===== config.mk =====
export PLATFORM = sky130hd
export DESIGN_NAME = humidity_temp_frame_decoder
export DESIGN_NICKNAME = d
export VERILOG_FILES = /design/src/hdl/htfd_pkg.sv /design/src/hdl/humidity_temp_frame_decoder.sv
export SDC_FILE = /design/constraint.sdc
export NUM_CORES = 1
export LEC_CHECK = 0
export ABC_AREA = 1
export BUFFER_PORTS_ARGS = -buffer_cell sky130_fd_sc_hd__buf_2
export CAP_MARGIN = 20
export CORE_ASPECT_RATIO = 0.75
export CORE_MARGIN = 2
export CORE_UTILIZATION = 45
export CTS_BUF_LIST = sky130_fd_sc_hd__clkbuf_4 sky130_fd_sc_hd__clkbuf_8 sky130_fd_sc_hd__clkbuf_16
export CTS_CLUSTER_DIAMETER = 50
export DETAILED_ROUTE_END_ITERATION = 8
export PLACE_DENSITY = 0.58
export SYNTH_ARGS = -nofsm -noshare
export SYNTH_HDL_FRONTEND = slang
export SYNTH_SLANG_ARGS = --single-unit

===== constraint.sdc =====
create_clock -name clk -period 10.65 [get_ports clk]
set_input_delay 1.065 -clock clk [delete_from_list [all_inputs] [get_ports clk]]
set_output_delay 1.065 -clock clk [all_outputs]
set_load 0.01 [all_outputs]

===== src/hdl/htfd_pkg.sv =====
// Shared types, constants and helper functions for the humidity/temperature
// frame decoder. No dependencies; imported by humidity_temp_frame_decoder and its testbench.
`default_nettype none

package htfd_pkg;

	// Configuration port geometry and register indexes.
	localparam int CFG_INDEX_W = 1;
	localparam int CFG_DATA_W  = 9;

	typedef enum logic [CFG_INDEX_W-1:0] {
		CFG_COMP_ENABLE = 1'b0,
		CFG_COMP_COEF   = 1'b1
	} cfg_index_t;

	localparam logic              COMP_EN_RESET   = 1'b1;
	localparam logic signed [8:0] COMP_COEF_RESET = -9'sd38;

	// Command codes carried in the request.
	typedef enum logic [2:0] {
		CMD_TEMP       = 3'd0,
		CMD_TEMP_NOCRC = 3'd1,
		CMD_HUM        = 3'd2,
		CMD_HUM_COMP   = 3'd3,
		CMD_DEV_ID     = 3'd4
	} cmd_t;

	// Result status codes.
	typedef enum logic [1:0] {
		STATUS_OK     = 2'd0,
		STATUS_CRC    = 2'd1,
		STATUS_CHIP   = 2'd2,
		STATUS_NOTEMP = 2'd3
	} status_t;

	// Conversion constants: value = (SCALE * raw >> 16) - OFFSET, in hundredths.
	localparam logic [14:0]        TEMP_SCALE  = 15'd17572;
	localparam logic [14:0]        HUM_SCALE   = 15'd12500;
	localparam logic signed [15:0] TEMP_OFFSET = 16'sd4685;
	localparam logic signed [15:0] HUM_OFFSET  = 16'sd600;
	localparam logic signed [15:0] HUM_MAX     = 16'sd10000;
	localparam logic signed [15:0] COMP_REF_T  = 16'sd2500;
	localparam logic signed [14:0] COMP_T_MAX  = 15'sd8000;
	localparam logic [7:0]         CRC_POLY    = 8'h31;

	typedef struct packed {
		logic [2:0] cmd;
		logic [7:0] msb_byte;
		logic [7:0] lsb_byte;
		logic [7:0] crc_byte;
	} frame_t;

	typedef struct packed {
		logic signed [14:0] value;
		status_t            status;
	} result_t;

	typedef struct packed {
		logic        known;
		logic [14:0] model;
	} chip_info_t;

	// One byte through the CRC-8 shift register, MSB first.
	function automatic logic [7:0] crc8_byte(input logic [7:0] crc_in, input logic [7:0] data);
		logic [7:0] crc;
		crc = crc_in ^ data;
		for (int b = 0; b < 8; b++) begin
			if (crc[7]) begin
				crc = {crc[6:0], 1'b0} ^ CRC_POLY;
			end else begin
				crc = {crc[6:0], 1'b0};
			end
		end
		return crc;
	endfunction

	// Chip-ID byte to device model number.
	function automatic chip_info_t chip_lookup(input logic [7:0] id);
		chip_info_t info;
		info.known = 1'b1;
		case (id)
			8'h32:        info.model = 15'd21;
			8'h15:        info.model = 15'd7021;
			8'h14:        info.model = 15'd7020;
			8'h0D:        info.model = 15'd7013;
			8'h06:        info.model = 15'd7006;
			8'h00, 8'hFF: info.model = 15'd7000;
			default: begin
				info.known = 1'b0;
				info.model = '0;
			end
		endcase
		return info;
	endfunction

endpackage

`default_nettype wire


===== src/hdl/humidity_temp_frame_decoder.sv =====
// Top level of the humidity/temperature frame decoder: input register, single
// pass conversion logic, result register. Depends on htfd_pkg.
//
// Usage: each request on the frame channel carries one sensor read frame (a
// command, two data bytes and the received CRC byte). A request is taken at a
// rising edge where frame_valid is high and frame_stall is low. Every request
// yields exactly one result on the result channel, which is taken at an edge
// where result_valid is high and result_stall is low.
// A taken request is held in the input register and moves into the result
// register when that one is empty or being taken. Throughput is one request
// per cycle while result_stall is low: the conversion (one shared 15x16
// multiplier for the raw scaling and one 16x9 multiplier for the compensation
// term, in parallel) is done in a single pass between the two registers.
// The stored temperature and its valid flag are updated in the same edge that
// moves a request into the result register, so the next request already sees
// them. When the receiver stalls, the result register holds its value and the
// input register still takes one more request; frame_stall rises only when
// both are full and the result is stalled.
// Reset (arst_n low) empties both registers, clears the stored temperature,
// and sets compensation enabled with a coefficient of -38 (Q8).
// Configuration writes through cfg_we/cfg_index/cfg_data take effect at once.
`default_nettype none

module humidity_temp_frame_decoder
	import htfd_pkg::*;
(
	input  wire logic                   clk,
	input  wire logic                   arst_n,
	input  wire logic                   frame_valid,
	output logic                        frame_stall,
	input  wire frame_t                 frame,
	output logic                        result_valid,
	input  wire logic                   result_stall,
	output result_t                     result,
	input  wire logic                   cfg_we,
	input  wire logic [CFG_INDEX_W-1:0] cfg_index,
	input  wire logic [CFG_DATA_W-1:0]  cfg_data
);

	// Input register stage.
	logic   frame_valid_s1;
	frame_t frame_s1;

	// Result register.
	logic    result_valid_q;
	result_t result_q;

	// Configuration and sensor state.
	logic              comp_en_q;
	logic signed [8:0] comp_coef_q;
	logic signed [14:0] last_temp_q;
	logic              temp_valid_q;

	logic advance;
	logic frame_accept;

	// Conversion datapath.
	cmd_t               cmd_e;
	logic [15:0]        raw_m;
	logic [7:0]         crc_calc;
	logic               crc_ok;
	logic [14:0]        scale;
	logic [30:0]        prod;
	logic [14:0]        conv;
	logic signed [15:0] temp_c;
	logic signed [15:0] hum_raw;
	logic signed [15:0] hum_clamp;
	logic signed [15:0] temp_diff;
	logic signed [24:0] comp_prod;
	logic signed [16:0] comp_term;
	logic signed [16:0] hum_comp;
	logic               temp_in_range;
	chip_info_t         chip;

	result_t            nxt_result;
	logic signed [14:0] nxt_temp;
	logic               nxt_temp_valid;

	// The input register moves on whenever the result register is empty or
	// its contents are being taken this cycle.
	assign advance      = frame_valid_s1 && (!result_valid_q || !result_stall);
	assign frame_stall  = frame_valid_s1 && result_valid_q && result_stall;
	assign frame_accept = frame_valid && !frame_stall;

	assign result_valid = result_valid_q;
	assign result       = result_q;

	always_ff @(posedge clk or negedge arst_n) begin
		if (!arst_n) begin
			frame_valid_s1 <= 1'b0;
		end else if (frame_accept) begin
			frame_valid_s1 <= 1'b1;
		end else if (advance) begin
			frame_valid_s1 <= 1'b0;
		end
	end

	always_ff @(posedge clk) begin
		if (frame_accept) begin
			frame_s1 <= frame;
		end
	end

	always_ff @(posedge clk or negedge arst_n) begin
		if (!arst_n) begin
			result_valid_q <= 1'b0;
		end else if (advance) begin
			result_valid_q <= 1'b1;
		end else if (!result_stall) begin
			result_valid_q <= 1'b0;
		end
	end

	always_ff @(posedge clk) begin
		if (advance) begin
			result_q <= nxt_result;
		end
	end

	always_ff @(posedge clk or negedge arst_n) begin
		if (!arst_n) begin
			comp_en_q   <= COMP_EN_RESET;
			comp_coef_q <= COMP_COEF_RESET;
		end else if (cfg_we) begin
			case (cfg_index_t'(cfg_index))
				CFG_COMP_ENABLE: comp_en_q   <= cfg_data[0];
				CFG_COMP_COEF:   comp_coef_q <= $signed(cfg_data[8:0]);
				default: ;
			endcase
		end
	end

	// The temperature is kept already converted, in hundredths of a degree.
	always_ff @(posedge clk or negedge arst_n) begin
		if (!arst_n) begin
			last_temp_q  <= '0;
			temp_valid_q <= 1'b0;
		end else if (advance) begin
			last_temp_q  <= nxt_temp;
			temp_valid_q <= nxt_temp_valid;
		end
	end

	// Shared scaling: the two status bits of the raw word are dropped first.
	always_comb begin
		cmd_e    = cmd_t'(frame_s1.cmd);
		raw_m    = {frame_s1.msb_byte, frame_s1.lsb_byte[7:2], 2'b00};
		crc_calc = crc8_byte(crc8_byte(8'h00, frame_s1.msb_byte), frame_s1.lsb_byte);
		crc_ok   = (crc_calc == frame_s1.crc_byte);

		if (cmd_e == CMD_TEMP || cmd_e == CMD_TEMP_NOCRC) begin
			scale = TEMP_SCALE;
		end else begin
			scale = HUM_SCALE;
		end
		prod    = 31'(scale) * 31'(raw_m);
		conv    = prod[30:16];
		temp_c  = $signed({1'b0, conv}) - TEMP_OFFSET;
		hum_raw = $signed({1'b0, conv}) - HUM_OFFSET;

		if (hum_raw < 0) begin
			hum_clamp = '0;
		end else if (hum_raw > HUM_MAX) begin
			hum_clamp = HUM_MAX;
		end else begin
			hum_clamp = hum_raw;
		end

		// Compensation term, floor((2500 - T) * coef / 256), from the stored T.
		temp_diff     = COMP_REF_T - 16'(last_temp_q);
		comp_prod     = 25'(temp_diff) * 25'(comp_coef_q);
		comp_term     = comp_prod[24:8];
		hum_comp      = 17'(hum_clamp) + comp_term;
		temp_in_range = (last_temp_q >= 15'sd0) && (last_temp_q <= COMP_T_MAX);

		chip = chip_lookup(frame_s1.msb_byte);
	end

	// Result and state selection per command.
	always_comb begin
		nxt_result.value  = '0;
		nxt_result.status = STATUS_OK;
		nxt_temp          = last_temp_q;
		nxt_temp_valid    = temp_valid_q;
		case (cmd_e)
			CMD_TEMP, CMD_TEMP_NOCRC: begin
				if (cmd_e == CMD_TEMP && !crc_ok) begin
					nxt_result.status = STATUS_CRC;
					nxt_temp_valid    = 1'b0;
				end else begin
					nxt_result.value = temp_c[14:0];
					nxt_temp         = temp_c[14:0];
					nxt_temp_valid   = 1'b1;
				end
			end
			CMD_HUM, CMD_HUM_COMP: begin
				if (cmd_e == CMD_HUM_COMP && !temp_valid_q) begin
					nxt_result.status = STATUS_NOTEMP;
				end else if (!crc_ok) begin
					nxt_result.status = STATUS_CRC;
				end else if (cmd_e == CMD_HUM_COMP && comp_en_q && temp_in_range) begin
					nxt_result.value = hum_comp[14:0];
				end else begin
					nxt_result.value = hum_clamp[14:0];
				end
			end
			CMD_DEV_ID: begin
				if (!crc_ok) begin
					nxt_result.status = STATUS_CRC;
				end else if (!chip.known) begin
					nxt_result.status = STATUS_CHIP;
				end else begin
					nxt_result.value = chip.model;
				end
			end
			default: ;
		endcase
	end

	// An error result never carries a value.
	assert property (@(posedge clk) disable iff (!arst_n)
		result_valid_q && (result_q.status != STATUS_OK) |-> (result_q.value == 15'sd0))
		else $error("error result with nonzero value");

	// A failed temperature read drops the stored temperature.
	assert property (@(posedge clk) disable iff (!arst_n)
		advance && (cmd_e == CMD_TEMP) && !crc_ok |=> !temp_valid_q)
		else $error("stored temperature still valid after failed read");

	// Compensated humidity without a stored temperature reports it.
	assert property (@(posedge clk) disable iff (!arst_n)
		advance && (cmd_e == CMD_HUM_COMP) && !temp_valid_q
		|=> result_valid_q && (result_q.status == STATUS_NOTEMP))
		else $error("missing temperature not reported");

	// Plain humidity stays within its clamp.
	assert property (@(posedge clk) disable iff (!arst_n)
		advance && (cmd_e == CMD_HUM) && crc_ok
		|=> (result_q.value >= 15'sd0) && (result_q.value <= 15'sd10000))
		else $error("plain humidity outside 0..10000");

endmodule

`default_nettype wire


==> impl_summary.log <==
[metrics] class of the worst hold path: flop to flop
[metrics] most common flop cell mapped by yosys: edfxtp_1
[metrics] largest buffer count on any clock path: 2
[metrics] start-to-end type of the worst setup path: flop to flop
[metrics] EDFF count, synth: 44
[metrics] via-per-instance ratio: 5.01
[metrics] Largest stage delay, worst path: 620 ps
[metrics] Setup-failing EPs final: 0
[metrics] number of synthesis warnings: 0
[metrics] Total Routed Length: 38,200 um
[metrics] Cells after Synth: 1,863
[metrics] share of final-layout standard cells stronger than drive strength 1: 7.01%
[metrics] RSZ-0062 raised after global routing: false
[metrics] Fillers: 3,076
[metrics] overall die width: 209 um
[metrics] count of distinct cell types in the synthesized netlist: 51
[metrics] via count of the first global-routing pass: 11,316
[metrics] proportion of synthesized flip-flops having asynchronous set or reset: 38.9%
[metrics] core area: 0.0312 mm2
[metrics] Std-Cell Rows: 56
[metrics] Sequential Area: 0.00203 mm2
[metrics] Clk Latency, worst-skew pair: 370 ps
[metrics] remaining design rule violation count: 0
[metrics] synthesis-stage register bit count: 72
[metrics] Root Buffer Master: clkbuf_16
[metrics] maximum level of the CTS H-tree: 3
[metrics] Worst Clk Skew: 12.6 ps
[metrics] final net count: 2,315
[metrics] half-perimeter wire length after detailed placement: 32,700 um
[metrics] fin crit period: 9860 ps
[metrics] cell area after synthesis: 0.0142 mm2
[metrics] cell mode on critical path: nand2_1
[metrics] starting density of the core: 45.6%
[metrics] global-route met2 utilization: 32.0%
[metrics] average wire length per cell after detail routing: 16.4 um
[metrics] slowest CP cell: fa_1
[metrics] TritonCTS sink count: 72
[metrics] clk slew on worst S/H paths: 70 ps
[metrics] status: complete, no violations
[metrics] global route total overflow: 0
[metrics] number of buffers created by CTS: 9
[metrics] average size of a mapped cell: 7.63 um2
[metrics] CP endpoint kind: flop
[metrics] post-route fraction of the period consumed by the critical path: 92.6%
[metrics] data arrival time of the worst path: 9960 ps
[metrics] Top Usage Layer GRT: met1
[metrics] synth top area cells: fa_1 25%, ha_1 15%, nand2_1 12%
[metrics] max frequency: 0.101 GHz
[metrics] number of violations reported at the end of detailed-routing iteration 0: 901
[metrics] Crit path required time: 10,750 ps
[metrics] Syn-to-layout area delta: 7.51%
[metrics] aggregate negative setup slack: 0 ps
[metrics] number of ports placed on the die boundary: 61
[metrics] vias after detailed routing: 11,693
[metrics] global routing met3 resource utilization: 4.52%
[metrics] post-detailed-route count of antenna-violating nets: 0
[metrics] nature of the critical path startpoint: flop
[metrics] number of iterations in the first detailed-routing pass: 5
[metrics] synth cell count leaders: 472 x nand2_1, 396 x inv_1, 177 x fa_1, 175 x ha_1, 165 x nor2_1
[metrics] largest fanout on the critical path: 15
[metrics] weighted congestion reported at the end of routability-driven placement: 0.907
[metrics] area of combinational cells with multiple inputs: 0.0106 mm2
[metrics] pin count of the biggest net entering global routing: 29
[metrics] area enclosed by the die boundary: 0.0330 mm2
[metrics] Tightest Pin Transition: 1040 ps
[metrics] dominant cell by count in the synthesized netlist: nand2_1
[metrics] TritonCTS clock tree: yes
[metrics] Synth area leader: fa_1
[metrics] number of pins exceeding their max-slew limit in the final report: 0
[metrics] max_cap viols: 0
[metrics] overall fraction of global-route tracks in use: 24.4%
[metrics] Die H: 158 um
[metrics] Port Buf Inserts: 60
[metrics] met1 capacity usage during global routing: 40.8%
[metrics] first-pass GRT wire length: 62,300 um
[metrics] initial antenna violation count: 0
[metrics] number of endpoints with negative hold slack in the final report: 0
[metrics] Rel. slew slack: 30.0%
[metrics] fraction of the yosys area taken by sequential cells: 14.3%
[metrics] total inserted antenna cells: 0
[metrics] share of the synthesized area in the top cell type: 24.9%
==> cell type report <==
cell class / count / share of cell area, %
Clock buffer: 9 / 1.47
Clock inverter: 7 / 0.418
Inverter: 398 / 9.78
Multi-Input combinational cell: 1370 / 69.1
Sequential cell: 72 / 13.3
Tap cell: 406 / 3.32
Timing Repair Buffer: 70 / 2.59
==> placed cells by master, fill, tap and decap left out, types with 3 or more instances in the layout <==
cell type / instances
nor4_1: 3
o31ai_1: 4
xor2_1: 42
clkbuf_16: 9
xor2_2: 3
nand2_2: 10
nand2_1: 472
fa_1: 177
nand4_1: 21
buf_2: 60
o21ai_2: 6
xnor2_1: 26
mux2_2: 3
edfxtp_1: 44
nor2_1: 164
or2_2: 7
nand3_1: 73
dfrtp_1: 21
inv_1: 396
nor3_1: 22
buf_4: 9
a21oi_1: 65
nand3b_1: 6
a31oi_1: 4
o21ai_0: 40
ha_1: 175
a21o_1: 4
dfstp_2: 7
nor2_4: 4
conb_1: 13
==> sequential cells by signal, summed over array words and instances, names as in the netlist <==
signal          cells
result_valid        1
comp_en_q           1
frame_s1           24
comp_coef_q         9
last_temp_q        15
frame_valid_s1      1
result             17
cmd_e               3
temp_valid_q        1
==> logic make-up (layout without fill, tap and decap cells) <==
family / after synthesis / in the layout / share of synthesized area [%]
other: 2 / 13 / 0.0528
and+or+nand+nor: 793 / 793 / 23.2
DFF: 72 / 72 / 14.3
AOI/OAI and AO/OA: 136 / 136 / 5.39
xor gates and xnor gates: 73 / 73 / 4.84
muxes: 3 / 3 / 0.238
adders and majority gates: 352 / 352 / 40.3
buffers and inverters: 432 / 484 / 11.7
==> metal layers <==
metal	up-vias	share of wire [%]
met5	-	0
met3	23	7.0
met4	0	0.69
met1	5490	55
li1	5844	-
met2	336	37
==> stage by stage <==
| stage | setup slack [ps] | instance area, um2 | instances | utilization, % | hold WS (ps) |
|---|---|---|---|---|---|
| 4_1_cts | 718 | 15200 | 2324 | 48.8 | 480 |
| 5_1_grt | 38.5 | 15300 | 2332 | 49.0 | 507 |
| 6_report | 787 | 15300 | 2332 | 49.0 | 475 |
| 3_5_place_dp | 810 | 14900 | 2308 | 47.8 | 462 |
| 3_3_place_gp | 1150 | 14900 | 2308 | 47.8 | 460 |
| 2_1_floorplan | 2110 | 14300 | 1874 | - | 434 |
==> timing repair <==
| item | 4_1_cts | 5_1_grt |
|---|---|---|
| hold buffers | 0 | 0 |
| buffers inserted | 0 | 7 |
| endpoints found under the setup margin | 0 | 3 |
| resized for setup | 0 | 0 |
==> final timing paths <==
kind                            cells past startpoint         endpoint  slack (ps)      startpoint
worst max register to register                     51       result[16]         790        cmd_e[1]
worst max-delay path                               51       result[16]         790        cmd_e[1]
min in group asynchronous                           1   comp_coef_q[5]         730          arst_n
max in group asynchronous                           1  last_temp_q[12]        9450          arst_n
worst min-delay path                                2     result_valid         480  frame_valid_s1
worst min register to register                      2     result_valid         480  frame_valid_s1
==> critical path, delay by kind of cell, from the launching register on <==
family                     cells  cell delay, ps
DFF                            1             470
adders and majority gates      9            3590
AOI/OAI and AO/OA              7            1150
buffers and inverters          9             840
and+or+nand+nor               26            3550
Power is not shown: default switching activity piles up to over one toggle a cycle in this logic, so the estimate is an artifact.
